===== src/rtl/slt_pkg.sv =====
// Package: types, codes and helpers shared by the shell line tokenizer.
`timescale 1ns / 1ps
package slt_pkg;

  localparam int unsigned MaxLineDefault = 4096;
  localparam int unsigned QueueDepth     = 4;

  localparam logic [7:0] CharPipe   = 8'h7C;
  localparam logic [7:0] CharLess   = 8'h3C;
  localparam logic [7:0] CharMore   = 8'h3E;
  localparam logic [7:0] CharSquote = 8'h27;
  localparam logic [7:0] CharDquote = 8'h22;
  localparam logic [7:0] CharSpace  = 8'h20;
  localparam logic [7:0] CharTab    = 8'h09;
  localparam logic [7:0] CharCr     = 8'h0D;

  typedef enum logic [2:0] {
    KIND_WORD    = 3'd0,
    KIND_PIPE    = 3'd1,
    KIND_IN      = 3'd2,
    KIND_OUT     = 3'd3,
    KIND_HEREDOC = 3'd4,
    KIND_APPEND  = 3'd5,
    KIND_ERROR   = 3'd6
  } tok_kind_e;

  typedef enum logic [2:0] {
    MODE_IDLE  = 3'd0,
    MODE_WORD  = 3'd1,
    MODE_QUOTE = 3'd2,
    MODE_OP    = 3'd3,
    MODE_PWORD = 3'd4,
    MODE_POP   = 3'd5,
    MODE_DROP  = 3'd6
  } scan_mode_e;

  // operator codes held in rc_q
  typedef enum logic [1:0] {
    OP_PIPE = 2'd0,
    OP_LESS = 2'd1,
    OP_MORE = 2'd2
  } op_code_e;

  typedef struct packed {
    logic [7:0] char_in;
    logic       line_end;
  } in_item_t;

  typedef struct packed {
    tok_kind_e   token_kind;
    logic [11:0] token_start;
    logic [12:0] token_length;
    logic        all_quoted;
    logic        last_of_line;
  } token_t;

  typedef struct packed {
    logic   valid;
    token_t tok;
  } emit_t;

  function automatic logic is_blank(logic [7:0] c);
    return (c == CharSpace) || ((c >= CharTab) && (c <= CharCr));
  endfunction

  function automatic logic is_op(logic [7:0] c);
    return (c == CharPipe) || (c == CharLess) || (c == CharMore);
  endfunction

  function automatic op_code_e op_of(logic [7:0] c);
    op_code_e r;
    if (c == CharPipe) begin
      r = OP_PIPE;
    end else if (c == CharLess) begin
      r = OP_LESS;
    end else begin
      r = OP_MORE;
    end
    return r;
  endfunction

  function automatic tok_kind_e op_kind(op_code_e rc, logic [1:0] cnt);
    tok_kind_e k;
    case (rc)
      OP_PIPE: k = (cnt == 2'd1) ? KIND_PIPE : KIND_ERROR;
      OP_LESS: k = (cnt == 2'd1) ? KIND_IN : KIND_HEREDOC;
      default: k = (cnt == 2'd1) ? KIND_OUT : KIND_APPEND;
    endcase
    return k;
  endfunction

endpackage


===== src/rtl/shell_line_tokenizer.sv =====
// Top level: input register, scanner core and result queue.
//
//   channel | direction | payload   | handshake
//   in      | input     | in_item_t | in_valid_i / in_ready_o
//   out     | output    | token_t   | out_valid_o / out_ready_i
//
// One byte per cycle while the queue has room: a byte is registered, then
// scanned, and its tokens (up to two) go into a four-entry result queue.
// A byte is scanned only while the queue has room for two tokens; the queue
// drains one token per cycle, so output stalls back up into in_ready_o.
// rst_ni clears the scanner state, the input register valid and the queue.
`timescale 1ns / 1ps
module shell_line_tokenizer import slt_pkg::*; #(
  parameter int unsigned MaxLine = MaxLineDefault
) (
  input  logic     clk_i,
  input  logic     rst_ni,
  input  logic     in_valid_i,
  output logic     in_ready_o,
  input  in_item_t in_data_i,
  output logic     out_valid_o,
  input  logic     out_ready_i,
  output token_t   out_data_o
);

  localparam int unsigned PtrW = $clog2(QueueDepth);
  localparam int unsigned CntW = $clog2(QueueDepth + 1);

  logic     item_vld_q;
  in_item_t item_q;
  logic     scan;
  emit_t    emit_a, emit_b;

  token_t          queue_q [QueueDepth];
  logic [PtrW-1:0] wr_ptr_q, rd_ptr_q;
  logic [CntW-1:0] count_q;
  logic            pop;
  logic [1:0]      n_push;
  token_t          push0;

  assign scan       = item_vld_q && (count_q <= CntW'(QueueDepth - 2));
  assign in_ready_o = !item_vld_q || scan;

  always_ff @(posedge clk_i or negedge rst_ni) begin
    if (!rst_ni) begin
      item_vld_q <= 1'b0;
    end else if (in_ready_o) begin
      item_vld_q <= in_valid_i;
    end
  end

  always_ff @(posedge clk_i) begin
    if (in_ready_o && in_valid_i) begin
      item_q <= in_data_i;
    end
  end

  slt_core #(
    .MaxLine(MaxLine)
  ) u_core (
    .clk_i   (clk_i),
    .rst_ni  (rst_ni),
    .en_i    (scan),
    .item_i  (item_q),
    .emit_a_o(emit_a),
    .emit_b_o(emit_b)
  );

  // pack the two emit slots so a lone line-end token goes first
  assign push0  = emit_a.valid ? emit_a.tok : emit_b.tok;
  assign n_push = {1'b0, emit_a.valid} + {1'b0, emit_b.valid};

  assign out_valid_o = (count_q != '0);
  assign out_data_o  = queue_q[rd_ptr_q];
  assign pop         = out_valid_o && out_ready_i;

  always_ff @(posedge clk_i) begin
    if (n_push != 2'd0) begin
      queue_q[wr_ptr_q] <= push0;
    end
    if (n_push == 2'd2) begin
      queue_q[wr_ptr_q + PtrW'(1)] <= emit_b.tok;
    end
  end

  always_ff @(posedge clk_i or negedge rst_ni) begin
    if (!rst_ni) begin
      wr_ptr_q <= '0;
      rd_ptr_q <= '0;
      count_q  <= '0;
    end else begin
      wr_ptr_q <= wr_ptr_q + PtrW'(n_push);
      if (pop) begin
        rd_ptr_q <= rd_ptr_q + PtrW'(1);
      end
      count_q <= count_q + CntW'(n_push) - CntW'(pop);
    end
  end

endmodule


===== src/rtl/slt_core.sv =====
// Scanner state and token decisions for one registered byte per enabled cycle.
`timescale 1ns / 1ps
module slt_core import slt_pkg::*; #(
  parameter int unsigned MaxLine = MaxLineDefault
) (
  input  logic     clk_i,
  input  logic     rst_ni,
  input  logic     en_i,
  input  in_item_t item_i,
  output emit_t    emit_a_o,
  output emit_t    emit_b_o
);

  localparam int unsigned PosW = $clog2(MaxLine);
  localparam int unsigned LenW = $clog2(MaxLine + 1);

  scan_mode_e      mode_q, mode_d, mode_m;
  logic            oq_q, oq_d, oq_m;
  op_code_e        rc_q, rc_d, rc_m;
  logic [1:0]      cnt_q, cnt_d, cnt_m;
  logic [LenW-1:0] len_q, len_d, len_m, len_grow;
  logic [PosW-1:0] start_q, start_d, start_m;
  logic            saw_q, saw_d, saw_m;
  logic [PosW-1:0] pos_q, pos_d;

  logic [7:0] c;
  logic       blank, opc, quote, do_start;
  logic [1:0] cnt_inc;

  function automatic logic [11:0] fit_start(logic [PosW-1:0] v);
    logic [31:0] w;
    w = 32'(v);
    return w[11:0];
  endfunction

  function automatic logic [12:0] fit_len(logic [LenW-1:0] v);
    logic [31:0] w;
    w = 32'(v);
    return w[12:0];
  endfunction

  always_comb begin
    c        = item_i.char_in;
    blank    = is_blank(c);
    opc      = is_op(c);
    quote    = (c == CharSquote) || (c == CharDquote);
    len_grow = (len_q < LenW'(MaxLine)) ? len_q + LenW'(1) : len_q;
    cnt_inc  = cnt_q + 2'd1;

    mode_m   = mode_q;
    oq_m     = oq_q;
    rc_m     = rc_q;
    cnt_m    = cnt_q;
    len_m    = len_q;
    start_m  = start_q;
    saw_m    = saw_q;
    do_start = 1'b0;

    emit_a_o = '0;
    emit_b_o = '0;
    // token held in the current state, used when a new token begins
    emit_a_o.tok.token_start  = fit_start(start_q);
    emit_a_o.tok.token_length = fit_len(len_q);
    if ((mode_q == MODE_WORD) || (mode_q == MODE_PWORD)) begin
      emit_a_o.tok.token_kind = KIND_WORD;
      emit_a_o.tok.all_quoted = ~saw_q;
    end else begin
      emit_a_o.tok.token_kind = op_kind(rc_q, cnt_q);
      emit_a_o.tok.all_quoted = 1'b0;
    end

    case (mode_q)
      MODE_WORD: begin
        if (blank) begin
          mode_m = MODE_PWORD;
        end else if (opc) begin
          emit_a_o.valid = 1'b1;
          do_start       = 1'b1;
        end else if (quote) begin
          len_m  = len_grow;
          oq_m   = (c == CharDquote);
          mode_m = MODE_QUOTE;
        end else begin
          len_m = len_grow;
          saw_m = 1'b1;
        end
      end
      MODE_QUOTE: begin
        len_m = len_grow;
        if (c == (oq_q ? CharDquote : CharSquote)) begin
          mode_m = MODE_WORD;
        end
      end
      MODE_OP: begin
        if (blank) begin
          mode_m = MODE_POP;
        end else if (opc && (op_of(c) == rc_q)) begin
          len_m = len_grow;
          cnt_m = cnt_inc;
          // doubled pipe or tripled redirection
          if (((rc_q == OP_PIPE) && (cnt_inc >= 2'd2)) || (cnt_inc >= 2'd3)) begin
            emit_a_o.valid             = 1'b1;
            emit_a_o.tok.token_kind    = KIND_ERROR;
            emit_a_o.tok.token_length  = fit_len(len_grow);
            emit_a_o.tok.last_of_line  = 1'b1;
            mode_m                     = MODE_DROP;
          end
        end else begin
          emit_a_o.valid = 1'b1;
          do_start       = 1'b1;
        end
      end
      MODE_DROP: begin
      end
      default: begin
        if (!blank) begin
          emit_a_o.valid = (mode_q == MODE_PWORD) || (mode_q == MODE_POP);
          do_start       = 1'b1;
        end
      end
    endcase

    if (do_start) begin
      start_m = pos_q;
      len_m   = LenW'(1);
      saw_m   = 1'b0;
      if (opc) begin
        mode_m = MODE_OP;
        rc_m   = op_of(c);
        cnt_m  = 2'd1;
      end else if (quote) begin
        mode_m = MODE_QUOTE;
        oq_m   = (c == CharDquote);
      end else begin
        mode_m = MODE_WORD;
        saw_m  = 1'b1;
      end
    end

    // line end flushes whatever token is open after this byte
    emit_b_o.tok.token_start  = fit_start(start_m);
    emit_b_o.tok.token_length = fit_len(len_m);
    emit_b_o.tok.last_of_line = 1'b1;
    if ((mode_m == MODE_WORD) || (mode_m == MODE_PWORD)) begin
      emit_b_o.tok.token_kind = KIND_WORD;
      emit_b_o.tok.all_quoted = ~saw_m;
    end else if (mode_m == MODE_QUOTE) begin
      emit_b_o.tok.token_kind = KIND_ERROR;
    end else begin
      emit_b_o.tok.token_kind = op_kind(rc_m, cnt_m);
    end
    emit_b_o.valid = item_i.line_end && (mode_m != MODE_IDLE) && (mode_m != MODE_DROP);

    if (item_i.line_end) begin
      mode_d  = MODE_IDLE;
      oq_d    = 1'b0;
      rc_d    = OP_PIPE;
      cnt_d   = 2'd0;
      len_d   = '0;
      start_d = '0;
      saw_d   = 1'b0;
      pos_d   = '0;
    end else begin
      mode_d  = mode_m;
      oq_d    = oq_m;
      rc_d    = rc_m;
      cnt_d   = cnt_m;
      len_d   = len_m;
      start_d = start_m;
      saw_d   = saw_m;
      pos_d   = (pos_q < PosW'(MaxLine - 1)) ? pos_q + PosW'(1) : pos_q;
    end

    if (!en_i) begin
      emit_a_o.valid = 1'b0;
      emit_b_o.valid = 1'b0;
    end
  end

  always_ff @(posedge clk_i or negedge rst_ni) begin
    if (!rst_ni) begin
      mode_q  <= MODE_IDLE;
      oq_q    <= 1'b0;
      rc_q    <= OP_PIPE;
      cnt_q   <= 2'd0;
      len_q   <= '0;
      start_q <= '0;
      saw_q   <= 1'b0;
      pos_q   <= '0;
    end else if (en_i) begin
      mode_q  <= mode_d;
      oq_q    <= oq_d;
      rc_q    <= rc_d;
      cnt_q   <= cnt_d;
      len_q   <= len_d;
      start_q <= start_d;
      saw_q   <= saw_d;
      pos_q   <= pos_d;
    end
  end

endmodule

===== config.mk =====
export PLATFORM = sky130hd
export DESIGN_NAME = shell_line_tokenizer
export DESIGN_NICKNAME = d
export VERILOG_FILES = /design/src/rtl/slt_pkg.sv /design/src/rtl/shell_line_tokenizer.sv /design/src/rtl/slt_core.sv
export SDC_FILE = /design/constraint.sdc
export NUM_CORES = 1
export LEC_CHECK = 0
export ABC_AREA = 1
export BUFFER_PORTS_ARGS = -buffer_cell sky130_fd_sc_hd__buf_2
export CAP_MARGIN = 0
export CORE_ASPECT_RATIO = 1.2
export CORE_MARGIN = 1.5
export CORE_UTILIZATION = 66
export CTS_CLUSTER_SIZE = 25
export DETAILED_ROUTE_END_ITERATION = 6
export PLACE_DENSITY = 0.93
export REMOVE_ABC_BUFFERS = 1
export SKIP_LAST_GASP = 1
export SYNTH_ARGS = -nofsm -noshare
export SYNTH_HDL_FRONTEND = slang
export SYNTH_SLANG_ARGS = --single-unit

===== constraint.sdc =====
create_clock -name clk_i -period 7.7 [get_ports clk_i]
set_clock_uncertainty 0.05 [all_clocks]
set_input_delay 0 -clock clk_i [delete_from_list [all_inputs] [get_ports clk_i]]
set_output_delay 0 -clock clk_i [all_outputs]
set_load 0.02 [all_outputs]

; ---- After elaboration in Yosys (flattened, before gate mapping)
; Memory sizes are Yosys's and may differ from the RTL's.
; Cells that the tools add are included.
[op_classes]
muxes = 95
n_lt_le_gt_ge = 7
add_sub_neg = 9
n_bitwise = 2
eq_ne = 23
reduce_logical = 26
[op_table]
columns = cell, n
row1 = $mux 13, 11
row2 = $mux 3, 22
row3 = $mux 12, 4
row4 = $eq 8x6->1 const B, 5
row5 = $pmux 13 s3, 1
row6 = $mux 1, 35
row7 = $mux 30, 1
row8 = $mux 2, 14
row9 = $add 13x1->13 const B, 1
row10 = $lt 13x13->1 const B, 1
row11 = $add 12x1->12 const B, 1
row12 = $eq 3x3->1 const B, 4
row13 = $lt 12x12->1 const B, 1
row14 = $pmux 3 s2, 2
row15 = $eq 3x2->1 const B, 3
row16 = $logic_or 1x1->1, 9
row17 = $pmux 3 s3, 1
row18 = $eq 2x1->1 const B, 4
row19 = $eq 8x7->1 const B, 1
row20 = $eq 8x8->1, 1
row21 = $ge 8x4->1 const B, 1
row22 = $le 8x4->1 const B, 1
row23 = $logic_and 1x1->1, 8
row24 = $mux 4, 2
row25 = other kinds (19), 28
[word_totals]
memories = 1
wordCells = 177
ff_bits = 63
inputBits = 13
ramBits = 120
out_inout_bits = 32
[mem_list]
columns = name, words, word_bits, read_ports, rd_clocked_by_memory_dff, write_ports, line_no
row1 = queue_q, 4, 30, 1, 0, 2, shell_line_tokenizer.sv:34  ; token_t queue_q [QueueDepth];

; ---- Logic depth before layout (Yosys ltp)
; Gate-level depths: netlist (run 1).
[depth]
word_depth = 19
depth_mapped = 23
mapped_depth_nobuf = 23

; ---- Cells and area by module
; A second synthesis (run 1) with hierarchy kept.
[unflattened]
cells_unflattened = 1373
area_unflattened_um2 = 10795.4
[by_module_without_submodules]
columns = mod, seq_area_each_um2, instances, cells_each, area_each_um2
row1 = shell_line_tokenizer, 4073.9, 1, 853, 7305.8
row2 = slt_core, 1151.1, 1, 520, 3489.6

; ---- Worst setup path after synthesis (run 1)
; No wires, ideal clock.
[synth_timing]
path_type = register to register
from = register item_q[1] in the netlist's numbering
to = memory queue_q[3][10] in the netlist's numbering (enable)
slack_ns = 3.780
n_path_buf = 1
t_required_ns = 7.263
synth_period_minus_slack_ns = 3.920
arrival_time_ns = 3.483
stages_incl_launch_ff = 20
setup_time_ns = 0.387
cell_sequence = edfxtp_1 inv_1 nand2_1 nor2_4 nand2_2 nand2_4 nand3_4 nand2_4 nand3_4 buf_6 nand2_2 nand2_2 nand2_1 nor2_1 nor4_2 inv_1 ha_1 nor3_1 inv_1 nand2_1
[synth_lines]
columns = item, line_no
row1 = from (decl), shell_line_tokenizer.sv:30  ; in_item_t item_q;
row2 = from (signal assigned), shell_line_tokenizer.sv:54  ; item_q <= in_data_i;
row3 = to (decl), shell_line_tokenizer.sv:34

==> results of run 1 <==
-- worst min-delay path: stages --
cell and delay, ps:
sky130_fd_sc_hd__buf_2 100, sky130_fd_sc_hd__a21boi_0 210, sky130_fd_sc_hd__nand2_1 110, sky130_fd_sc_hd__xor2_1 60
-- stage by stage --
step | setup slack [ps] | hold slack, ps | instances | utilization | total power, mW
after floorplan | 3188 | -345.6 | 1061 | - | 2.437
after global placement | 2366 | 121.5 | 1311 | 0.6996 | 2.886
after detailed placement | 2163 | 125.0 | 1311 | 0.6996 | 2.945
after CTS | 2158 | 43.43 | 1354 | 0.7509 | 3.888
after global routing | 1632 | 48.55 | 1354 | 0.7509 | 4.117
final | 2030 | 38.46 | 1354 | 0.7509 | 3.936
-- metal layers --
| layer | share of wire | up-vias | global-route usage |
|---|---|---|---|
| met5 | 0 | - | 0 |
| met4 | 0.038 | 0 | 0.1626 |
| met3 | 0.12 | 111 | 0.08769 |
| met2 | 0.48 | 688 | 0.5755 |
| met1 | 0.36 | 4051 | 0.4310 |
| li1 | - | 3994 | - |
-- worst min path at each step --
stage	startpoint	end	slack (ps)	depth (start not counted)
detailed placement	rst_ni	u_core.pos_q[10]	120	2
CTS	out_ready_i	rd_ptr_q[0]	40	3
finish	out_ready_i	rd_ptr_q[1]	40	4
global placement	rst_ni	u_core.pos_q[9]	120	2
floorplan	rst_ni	count_q[0]	-350	0
global route	out_ready_i	rd_ptr_q[1]	50	4
-- placed cells by master, fill, tap and decap left out, drive strengths merged, types with 3 or more instances in the layout --
master	count
nand2	232
o21ai	158
o22ai	142
edfxtp	125
nor2	114
inv	105
dfrtp	54
buf	50
nand3	44
clkbuf	17
nor3	15
xor2	14
o211ai	13
a21oi	11
dlygate4sd3	11
ha	10
clkinv	10
nand4	7
dfxtp	4
bufinv	3
-- flip-flops by register name (all words and copies together) (netlist names) --
name,count
u_core.cnt_q,2
u_core.rc_q,2
u_core.start_q,12
count_q,3
u_core.oq_q,1
u_core.len_q,13
u_core.pos_q,12
item_vld_q,1
item_q,9
wr_ptr_q,2
u_core.mode_q,3
u_core.saw_q,1
queue_q,120
rd_ptr_q,2
-- final cells by class --
type	count	area share
tap	200	0.02293
timing repair buffer	61	0.03440
multi-input combinational	775	0.3737
clock inverter	15	0.01915
sequential	183	0.4752
clock buffer	17	0.03898
inverter	103	0.03566
-- cell families after synthesis --
family,count (synthesis),synth area share
AOI/OAI and AO/OA,328,0.1993
muxes,2,0.002529
xor gates and xnor gates,16,0.01417
and+or+nand+nor,418,0.1815
adders and majority gates,11,0.01467
buffers and inverters,158,0.06374
DFF,183,0.5241
-- power groups by stage --
| stage | combinational [mW] | clock [mW] | sequential, mW |
|---|---|---|---|
| 2_1_floorplan | 1.09 | 0 | 1.35 |
| 3_3_place_gp | 1.49 | 0 | 1.39 |
| 3_5_place_dp | 1.54 | 0 | 1.40 |
| 4_1_cts | 1.57 | 0.932 | 1.38 |
| 5_1_grt | 1.74 | 0.967 | 1.41 |
| 6_report | 1.61 | 0.938 | 1.39 |
==> results.txt, run 1 <==
----------------------------------------------------
[Power and ir drop]
  Gate power share ... 0.409
  Power density normalized to cell area ... ~360 nW/µm²
  Clock group share of total power ... 0.238
  Switching share of total power ... 0.4413
  Part of the power in registers ... 0.353
  Static power due to leakage ... 4.284 nW
  Net switching power ... about 1.7 mW
  Worst IR Drop VDD ... 0.2941 mV
  Internal power summed over all cells ... 2.199 mW

[Clocking]
  Number of resized instances in the post-cts repair step ... 0
  Root buf cell ... sky130_fd_sc_hd__clkbuf_16
  # Post-CTS Setup Buffers ... 0
  Clk pin slew, worst setup/hold paths ... 70 ps
  Hold_buf cts ... 11
  Number of buffers created by CTS ... 17
  Clock tree from TritonCTS ... built
  TritonCTS Sinks ... 183
  Max Root-Sink Buffers ... 2
  Clk Latency, worst-skew pair ... 440 ps
  Number of H-tree levels ... 4

[Floorplan]
  Horizontal extent of the die ... between 100 and 150 µm
  Initial Util ... 0.6807
  Total I/O pin count ... 45
  Number of rows in the core area ... 48
  Die Span Y ... 137.1 µm
  Die ar. ... 15,740 µm²
  Area of the core region ... 14,530 µm²

[Logic synthesis]
  Post-synth EDFFs ... roughly 130
  Area share of the largest cell type after synthesis ... 0.3794
  Synthesized area divided by synthesized cell count ... approximately 8.9 µm²
  Netlist cell types ... 46
  Most frequently used cell type in the post-synthesis netlist ... sky130_fd_sc_hd__nand2_1
  Seq/Total Area, Yosys ... 0.5241
  Area of the mapped netlist ... 9893 µm²
  Yosys top cell by area ... sky130_fd_sc_hd__edfxtp_1
  Commonest register cell after synthesis ... sky130_fd_sc_hd__edfxtp_1
  Synthesis-stage register bit count ... 183
  Instance count of the mapped netlist ... 1,116
  Warnings from Yosys ... 0
  Synth top area cells ... sky130_fd_sc_hd__edfxtp_1 (38%), sky130_fd_sc_hd__dfrtp_1 (14%), sky130_fd_sc_hd__o22ai_1 (9.0%), sky130_fd_sc_hd__nand2_1 (8.5%), sky130_fd_sc_hd__o21ai_0 (6.0%)
  Top cells by count, synth ... sky130_fd_sc_hd__nand2_1 (223), sky130_fd_sc_hd__o22ai_1 (142), sky130_fd_sc_hd__edfxtp_1 (125)
  Async set or reset register ratio after synthesis ... 0.2951

[Critical path]
  Flop-to-flop setup slack ... between 2000 and 2500 ps
  Largest fanout on the critical path ... 31
  Capture point of the worst path ... queue_q[2][23]
  Startpoint types ... register
  Crit Reg-Reg Endpoint ... queue_q[2][23]
  WS Path Type ... reg2reg
  FF-to-FF Start ... item_q[8]
  Maximum cell stage delay along the critical path ... 720 ps
  Worst-path cell chain ... inv_1 > nand2_1 > nor2_1 > nand2_1 > nand2_4 > nand3_4 > nand2_4 > nand3_4 > inv_4 > nand2_1 > nand2_1 > inv_1 > nand2_1 > a21oi_1 > nor4_2 > inv_1 > ha_1 > nor3_1 > inv_1 > nand2_1 > buf_4
  Critical Path Start ... item_q[8]
  Largest delay share family, worst path ... simple AND/OR/NAND/NOR gates
  Crit path DAT ... 5720 ps
  Total number of cells along the worst setup path ... 21
  Most Frequent Cell on Critical Path ... sky130_fd_sc_hd__nand2_1
  Slowest cell on the critical path ... sky130_fd_sc_hd__nor3_1
  Setup crit end kind ... register
  Required time at the endpoint of the critical path ... 7750 ps
  Sum of buffers and inverters on the critical path ... 6
  Depth of the most critical reg-to-reg path ... 21

[Timing]
  Slew margin rel. ... 0.2551
  Final hold viol count ... 0
  Final critical-path required period ... 5670 ps
  Unrepaired setup endpoints after global routing ... false
  Achievable clock frequency ... 0.1764 GHz
  Max-slew violation count ... 0
  Slew of the pin with the lowest slew margin ... around 1100 ps
  Final cycle utilization of the critical path ... 0.7364
  Number of endpoints failing setup at the final stage ... 0
  Fin Setup TNS ... 0 ps

[Drt]
  Detail Route Antenna Nets ... 0
  Post-DR vias/cell ... ~6.5
  DRC violation total after the first TritonRoute iteration ... between 1,000 and 1,500
  DR WL/cell ... 19.28 µm
  Number of search-and-repair iterations in the first detailed-routing pass ... 6
  Detailed-route DRC error count ... 0
  Sum of routed wire length over all layers ... 26,110 µm
  Total vias in the final route ... 8,844

[Outcome]
  Status ... completed

[Final layout]
  Share of post-route cells with drive strength above 1 ... 0.1187
  Layout overhead on the synthesized area ... 10.31%
  Footprint of the multi-input gates ... 4078 µm²
  Post-layout instance area ... 10,910 µm²
  ANT cells ... 0
  Net count, final ... 1,165
  Sequential standard cell area ... 5186 µm²
  FILL cells ... around 1,000

[GRT]
  Maximum number of pins on one net before global-route repair ... 64
  Global-route usage over all layers ... 0.3477
  Antenna violations before repair ... 0
  Overflow left after global routing ... 0
  Via count of the first global-routing pass ... 8,245
  First-pass GRT wire length ... 41,630 µm

[Placement]
  Placed inst area ... roughly 10,000 µm²
  Half-perimeter wire length after placement ... 16,980 µm
  Routability congestion estimate ... about 0.99
  Total of buffers placed on input and output ports ... 44

[Worst hold path]
  Tightest Hold Check Type ... in2reg

[Run]
  Number of maximum-capacitance constraint violations ... 0

----------------------------------------------------
(Power assumes the default switching activity.)
==> inputs of run 2 (changes only) <==
--- a/config.mk
+++ b/config.mk
@@ -10,10 +10,10 @@
 export CAP_MARGIN = 0
 export CORE_ASPECT_RATIO = 1.2
 export CORE_MARGIN = 1.5
-export CORE_UTILIZATION = 66
+export CORE_UTILIZATION = 56
 export CTS_CLUSTER_SIZE = 25
 export DETAILED_ROUTE_END_ITERATION = 6
-export PLACE_DENSITY = 0.93
+export PLACE_DENSITY = 0.85
 export REMOVE_ABC_BUFFERS = 1
 export SKIP_LAST_GASP = 1
 export SYNTH_ARGS = -nofsm -noshare
==> constraint.sdc (replaced) <==
create_clock -name clk_i -period 5.2 [get_ports clk_i]
set_clock_uncertainty 0.05 [all_clocks]
set_input_delay 0 -clock clk_i [delete_from_list [all_inputs] [get_ports clk_i]]
set_output_delay 0 -clock clk_i [all_outputs]
set_load 0.02 [all_outputs]
==> results.txt, run 2 (synthesis results as in run 1) <==
----------------------------------------------------
[Outcome]
  Status ... completed

[GRT]
  Overflow left after global routing ... 0 (unchanged)
  Global-route usage over all layers ... 0.2858 (-0.06194)
  Maximum number of pins on one net before global-route repair ... 61 (-4.7%)
  Via count of the first global-routing pass ... 8,429 (+2.2%)
  Antenna violations before repair ... 0 (unchanged)
  First-pass GRT wire length ... 42,000 µm (+0.90%)

[Drt]
  Detailed-route DRC error count ... 0 (unchanged)
  Met2 wire length ... 12,620 µm (about the same)
  Detail Route Antenna Nets ... 0 (unchanged)
  Detailed-route wire length on metal 1 ... 10,120 µm (+7.3%)
  Sum of routed wire length over all layers ... 25,910 µm (-0.76%)
  Total vias in the final route ... 8,742 (-1.2%)
  Met3 wire length ... 2260 µm (-26%)
  DRC violation total after the first TritonRoute iteration ... 1,252 (+5.7%)
  Post-DR vias/cell ... 6.289 (-3.7%)
  Number of search-and-repair iterations in the first detailed-routing pass ... 6 (unchanged)
  Uppermost routed layer ... met4
  DR WL/cell ... 18.64 µm (-3.3%)

[Clocking]
  Root buf cell ... sky130_fd_sc_hd__clkbuf_16
  Max Root-Sink Buffers ... 2 (unchanged)
  Number of buffers created by CTS ... 17 (unchanged)
  Clock tree from TritonCTS ... built
  Clk pin slew, worst setup/hold paths ... 70 ps (about the same)
  TritonCTS Sinks ... 183 (unchanged)
  Clk Latency, worst-skew pair ... 440 ps (about the same)
  # Post-CTS Setup Buffers ... 0 (unchanged)
  Number of resized instances in the post-cts repair step ... 0 (unchanged)
  Number of H-tree levels ... 4 (unchanged)

[Final layout]
  Layout overhead on the synthesized area ... 11.42%
  Commonest non-fill, non-tap cells in the layout ... sky130_fd_sc_hd__nand2_1 (223), sky130_fd_sc_hd__o22ai_1 (142), sky130_fd_sc_hd__edfxtp_1 (125)
  Net count, final ... 1,181 (+1.4%)
  Number of flip-flops in the largest register ... 120 (unchanged)
  Registers with the highest flip-flop counts ... queue_q x120, u_core.len_q x13
  ANT cells ... 0 (unchanged)
  Most common cell after layout, fill and taps aside ... sky130_fd_sc_hd__nand2_1
  Share of post-route cells with drive strength above 1 ... 0.1291 (+0.01034)
  Core utilization of the finished layout ... 0.6320 (-0.1188)
  Top reg by flops ... queue_q

[Power and ir drop]
  Power density normalized to cell area ... 517.9 nW/µm² (+44%)
  Worst IR Drop VDD ... 0.2475 mV (-16%)
  Static power due to leakage ... 4.335 nW (+1.2%)

[Critical path]
  Largest delay share family, worst path ... simple AND/OR/NAND/NOR gates
  Setup crit end kind ... register
  Sum of buffers and inverters on the critical path ... 7 (+1)
  Required time at the endpoint of the critical path ... 5270 ps (-2480 ps)
  Slowest cell on the critical path ... sky130_fd_sc_hd__edfxtp_1
  Crit path DAT ... 4630 ps (-1090 ps)
  Worst-path cell chain ... inv_1 > nand2_1 > nor2_4 > nand2_2 > nand2_4 > nand3_4 > nand2_4 > nand3_4 > inv_4 > nand2_1 > nand2_1 > inv_1 > nand2_1 > a21oi_1 > nor4_2 > inv_1 > ha_1 > nor3_1 > buf_4 > inv_1 > nand2_1 > buf_4
  Startpoint types ... register
  WS Path Type ... reg2reg
  Maximum cell stage delay along the critical path ... 440 ps (-280 ps)
  Most Frequent Cell on Critical Path ... sky130_fd_sc_hd__nand2_1
  Largest fanout on the critical path ... 31 (unchanged)

[Timing]
  Max-slew violation count ... 0 (unchanged)
  Fin Setup TNS ... 0 ps (unchanged)
  Slew of the pin with the lowest slew margin ... 1157 ps (+41.89 ps)
  Final hold viol count ... 0 (unchanged)
  Final cycle utilization of the critical path ... 0.8760 (+0.1397)
  Achievable clock frequency ... 0.2195 GHz (+24%)
  Number of endpoints failing setup at the final stage ... 0 (unchanged)
  Final critical-path required period ... 4555 ps (-1115 ps)
  Unrepaired setup endpoints after global routing ... false
  Slew margin rel. ... 0.2271 (-0.02799)

[Run]
  Number of maximum-capacitance constraint violations ... 0 (unchanged)

[Floorplan]
  Horizontal extent of the die ... 124.3 µm (+8.3%)
  Initial Util ... 0.5673 (-0.1134)
  Die Span Y ... 148.6 µm (+8.4%)
  Total I/O pin count ... 45 (unchanged)
  Area of the core region ... 17,440 µm² (+20%)
  Number of rows in the core area ... 53 (+10%)
  Die ar. ... 18,480 µm² (+17%)

[Placement]
  Total of buffers placed on input and output ports ... 44 (unchanged)
  Routability congestion estimate ... 0.9368 (-5.4%)
  Half-perimeter wire length after placement ... 17,240 µm (+1.5%)

[Worst hold path]
  Tightest Hold Check Type ... in2reg

----------------------------------------------------
## run 2: cell types whose count changed in the layout (fill, tap and decap cells not counted), sizes merged
cell,change
bufinv,-2
inv,+2
clkbuf,+1
clkinv,-2
buf,+16
clkinvlp,+1
## run 2: cell type report
class,count,area (µm²)
clock buffer,18,429.2
clock inverter,14,157.7
fill,1389,6417
sequential,183,5186
timing repair buffer,77,508.0
tap,220,275.3
multi-input combinational,775,4078
inverter,103,389.1
## run 2: power by group
group / leakage, nW / internal (mW) / switching, mW
combinational: 2.14 / 0.701 / 1.68
sequential: 1.91 / 1.81 / 0.226
clock: 0.284 / 0.682 / 0.612
total: 4.33 / 3.19 / 2.52
## run 2: final timing paths
kind | from | end | slack, ps | depth (start not counted)
min in group asynchronous | rst_ni | rd_ptr_q[1] | 180 | 3
max in group asynchronous | rst_ni | rd_ptr_q[0] | 4420 | 3
min | out_ready_i | rd_ptr_q[1] | 30 | 4
max | item_q[2] | queue_q[3][5] | 640 | 22
max reg2reg | item_q[2] | queue_q[3][5] | 640 | 22
min reg2reg | queue_q[1][0] | queue_q[1][0] | 440 | 2
## run 2: through the flow
step	power [mW]	hold slack (ps)	cell area [µm²]	std cells	setup slack (ps)
global placement	4.320	126.8	10330	1347	909.4
finish	5.709	30.84	11020	1390	644.6
CTS	5.667	46.47	11020	1390	702.5
global route	6.021	67.22	11020	1390	74.88
floorplan	3.609	-345.6	9652	1061	687.7
detailed placement	4.386	128.5	10330	1347	724.2
## run 2: worst register-to-register path, cell delays in order (launching register included)
cell                       delay, ps
sky130_fd_sc_hd__edfxtp_1        440
sky130_fd_sc_hd__inv_1           140
sky130_fd_sc_hd__nand2_1         110
sky130_fd_sc_hd__nor2_4          160
sky130_fd_sc_hd__nand2_2         100
sky130_fd_sc_hd__nand2_4         140
sky130_fd_sc_hd__nand3_4         120
sky130_fd_sc_hd__nand2_4         100
sky130_fd_sc_hd__nand3_4         350
sky130_fd_sc_hd__inv_4           360
sky130_fd_sc_hd__nand2_1          80
sky130_fd_sc_hd__nand2_1         120
sky130_fd_sc_hd__inv_1            70
sky130_fd_sc_hd__nand2_1          50
sky130_fd_sc_hd__a21oi_1          40
sky130_fd_sc_hd__nor4_2          210
sky130_fd_sc_hd__inv_1            80
sky130_fd_sc_hd__ha_1            230
sky130_fd_sc_hd__nor3_1          190
sky130_fd_sc_hd__buf_4           170
sky130_fd_sc_hd__inv_1           400
sky130_fd_sc_hd__nand2_1         240
sky130_fd_sc_hd__buf_4           290
## run 2: what timing repair did
action	4_1_cts	5_1_grt
hold buffers	11	0
endpoints found under the hold margin	64	0
endpoints found under the setup margin	0	0
## run 2: routing by layer
layer  up-vias  global-route usage
li1       4036                   -
met1      4108              0.3615
met2       509              0.4874
met3        89             0.05000
met4         0              0.1224
met5         -                   0
==> inputs of run 3 (changes only) <==
--- a/config.mk
+++ b/config.mk
@@ -13,7 +13,7 @@
 export CORE_UTILIZATION = 56
 export CTS_CLUSTER_SIZE = 25
 export DETAILED_ROUTE_END_ITERATION = 6
-export PLACE_DENSITY = 0.85
+export PLACE_DENSITY = 0.78
 export REMOVE_ABC_BUFFERS = 1
 export SKIP_LAST_GASP = 1
 export SYNTH_ARGS = -nofsm -noshare
==> results.txt, run 3 (synthesis results as in run 1) <==
----------------------------------------------------
[GRT]
  Maximum number of pins on one net before global-route repair ... 64 (+4.9%)
  First-pass GRT wire length ... 41,540 µm (-1.1%)
  Overflow left after global routing ... 0 (unchanged)
  Via count of the first global-routing pass ... 8,138 (-3.5%)
  Antenna violations before repair ... 0 (unchanged)
  Global-route usage over all layers ... 0.2833 (-0.002463)

[Final layout]
  Registers with the highest flip-flop counts ... queue_q x120, u_core.len_q x13
  Post-layout instance area ... 11,050 µm² (+0.23%)
  Layout overhead on the synthesized area ... 11.67%
  ANT cells ... 0 (unchanged)
  Commonest non-fill, non-tap cells in the layout ... sky130_fd_sc_hd__nand2_1 (223), sky130_fd_sc_hd__o22ai_1 (142), sky130_fd_sc_hd__edfxtp_1 (125)
  Share of post-route cells with drive strength above 1 ... 0.1283 (-0.0007450)
  Net count, final ... 1,182 (+0.085%)
  Core utilization of the finished layout ... 0.6335 (+0.001434)
  Number of flip-flops in the largest register ... 120 (unchanged)
  Most common cell after layout, fill and taps aside ... sky130_fd_sc_hd__nand2_1
  Top reg by flops ... queue_q

[Timing]
  Final hold viol count ... 0 (unchanged)
  Number of endpoints failing setup at the final stage ... 0 (unchanged)
  Slew of the pin with the lowest slew margin ... 1126 ps (-30.85 ps)
  Final cycle utilization of the critical path ... 0.8404 (-0.03568)
  Unrepaired setup endpoints after global routing ... false
  Fin Setup TNS ... 0 ps (unchanged)
  Final critical-path required period ... 4370 ps (-185.5 ps)
  Slew margin rel. ... 0.2495 (+0.02243)
  Achievable clock frequency ... 0.2288 GHz (+4.2%)
  Max-slew violation count ... 0 (unchanged)

[Floorplan]
  Die ar. ... 18,480 µm² (unchanged)
  Area of the core region ... 17,440 µm² (unchanged)
  Total I/O pin count ... 45 (unchanged)
  Initial Util ... 0.5673 (unchanged)
  Horizontal extent of the die ... 124.3 µm (unchanged)
  Number of rows in the core area ... 53 (unchanged)
  Die Span Y ... 148.6 µm (unchanged)

[Power and ir drop]
  Power Total ... 5.790 mW (+1.4%)
  Net switching power ... 2.483 mW (-1.5%)
  Part of the power in registers ... 0.349 (-0.007)
  Power density normalized to cell area ... 524.1 nW/µm² (+1.2%)
  Internal power summed over all cells ... 3.308 mW (+3.7%)
  Clock group share of total power ... 0.232 (+0.005)
  Worst IR Drop VDD ... 0.2673 mV (+8.0%)
  Gate power share ... 0.419 (about the same)
  Switching share of total power ... 0.4287 (-0.01269)
  Static power due to leakage ... 4.341 nW (+0.14%)

[Clocking]
  TritonCTS Sinks ... 183 (unchanged)
  Number of buffers created by CTS ... 17 (unchanged)
  Number of resized instances in the post-cts repair step ... 0 (unchanged)
  Clock tree from TritonCTS ... built
  Clk Latency, worst-skew pair ... 440 ps (about the same)
  Root buf cell ... sky130_fd_sc_hd__clkbuf_16
  Number of H-tree levels ... 4 (unchanged)
  Clk pin slew, worst setup/hold paths ... 60 ps (about the same)
  Max Root-Sink Buffers ... 2 (unchanged)

[Drt]
  Sum of routed wire length over all layers ... 25,850 µm (-0.23%)
  Total vias in the final route ... 8,527 (-2.5%)
  DRC violation total after the first TritonRoute iteration ... 871 (-30%)
  Post-DR vias/cell ... 6.139 (-2.4%)
  DR WL/cell ... 18.61 µm (-0.16%)
  Detail Route Antenna Nets ... 0 (unchanged)
  Detailed-route DRC error count ... 0 (unchanged)
  Number of search-and-repair iterations in the first detailed-routing pass ... 5 (-1)

[Worst hold path]
  Tightest Hold Check Type ... in2reg
  Hold Path Stages ... 3 (-1)

[Critical path]
  Depth of the most critical reg-to-reg path ... 21 (-4.5%)
  WS Path Type ... reg2reg
  Setup crit end kind ... register
  Startpoint types ... register
  Required time at the endpoint of the critical path ... 5230 ps (-40 ps)
  Crit path DAT ... 4400 ps (-230 ps)
  Largest fanout on the critical path ... 30 (-3.2%)

[Placement]
  Half-perimeter wire length after placement ... 17,170 µm (-0.45%)
  Placed inst area ... 10,330 µm² (about the same)
  Total of buffers placed on input and output ports ... 44 (unchanged)
  Routability congestion estimate ... 0.9536 (+1.8%)

[Outcome]
  Status ... completed

[Run]
  Number of maximum-capacitance constraint violations ... 0 (unchanged)

----------------------------------------------------
-- run 3: cell types whose count changed in the layout (fill, tap and decap cells not counted) --
cell,previous run,this run
sky130_fd_sc_hd__clkinvlp_4,1,2
sky130_fd_sc_hd__bufinv_16,1,4
sky130_fd_sc_hd__clkinv_2,0,1
sky130_fd_sc_hd__inv_6,6,3
sky130_fd_sc_hd__clkinvlp_2,0,1
sky130_fd_sc_hd__buf_4,21,22
sky130_fd_sc_hd__clkinv_8,2,0
sky130_fd_sc_hd__inv_8,2,0
sky130_fd_sc_hd__clkinv_4,1,0
-- run 3: layout make-up --
class	instances	area (µm²)
inverter	103	389.1
fill	1427	6392
clock inverter	12	175.2
tap	220	275.3
clock buffer	18	429.2
multi-input combinational	775	4078
timing repair buffer	78	515.5
sequential	183	5186
-- run 3: power by group through the flow --
| stage | clock network (mW) | registers (mW) | logic (mW) |
|---|---|---|---|
| CTS | 1.36 | 2.01 | 2.40 |
| finish | 1.34 | 2.02 | 2.42 |
| floorplan | 0 | 1.99 | 1.62 |
| global placement | 0 | 2.03 | 2.33 |
| global route | 1.41 | 2.05 | 2.65 |
| detailed placement | 0 | 2.04 | 2.38 |
-- run 3: per-stage QoR --
stage / worst slack, ps / std cells / hold slack (ps)
after floorplan: 687.7 / 1061 / -345.6
after global placement: 1006 / 1348 / 125.9
after detailed placement: 882.3 / 1348 / 128.3
after CTS: 880.9 / 1389 / 35.35
after global routing: 449.8 / 1389 / 61.20
final: 830.2 / 1389 / 42.03
-- run 3: worst paths after layout --
path	start	endpoint	slack, ps
max	item_q[1]	queue_q[3][7]	830
min	out_ready_i	rd_ptr_q[0]	40
max reg2reg	item_q[1]	queue_q[3][7]	830
min reg2reg	queue_q[0][0]	queue_q[0][0]	450
max in group asynchronous	rst_ni	rd_ptr_q[0]	4360
min in group asynchronous	rst_ni	u_core.start_q[7]	200
-- run 3: what timing repair did --
action,CTS,global route
setup buffers,0,0
hold buffers,11,0
endpoints found under the hold margin,64,0
-- run 3: critical path: stages (launching register included) --
cell and delay, ps:
sky130_fd_sc_hd__edfxtp_1 460, sky130_fd_sc_hd__inv_1 130, sky130_fd_sc_hd__nand2_1 90, sky130_fd_sc_hd__nor2_4 160, sky130_fd_sc_hd__nand2_2 100, sky130_fd_sc_hd__nand2_4 140
sky130_fd_sc_hd__nand2_1 150, sky130_fd_sc_hd__nand3_4 170, sky130_fd_sc_hd__buf_4 320, sky130_fd_sc_hd__nand2_1 130, sky130_fd_sc_hd__nand2_1 140, sky130_fd_sc_hd__inv_1 70
sky130_fd_sc_hd__nand2_1 60, sky130_fd_sc_hd__a21oi_1 50, sky130_fd_sc_hd__nor4_2 210, sky130_fd_sc_hd__ha_1 220, sky130_fd_sc_hd__inv_1 80, sky130_fd_sc_hd__nor3_1 360
sky130_fd_sc_hd__clkinv_1 120, sky130_fd_sc_hd__buf_4 260, sky130_fd_sc_hd__nand2_1 110, sky130_fd_sc_hd__buf_4 400
-- run 3: layer usage --
layer / vias up / share of wire / global-route usage
met5: - / 0 / 0
met2: 435 / 0.48 / 0.4734
met3: 63 / 0.086 / 0.05216
met1: 3992 / 0.41 / 0.3670
met4: 0 / 0.028 / 0.1155
li1: 4037 / - / -
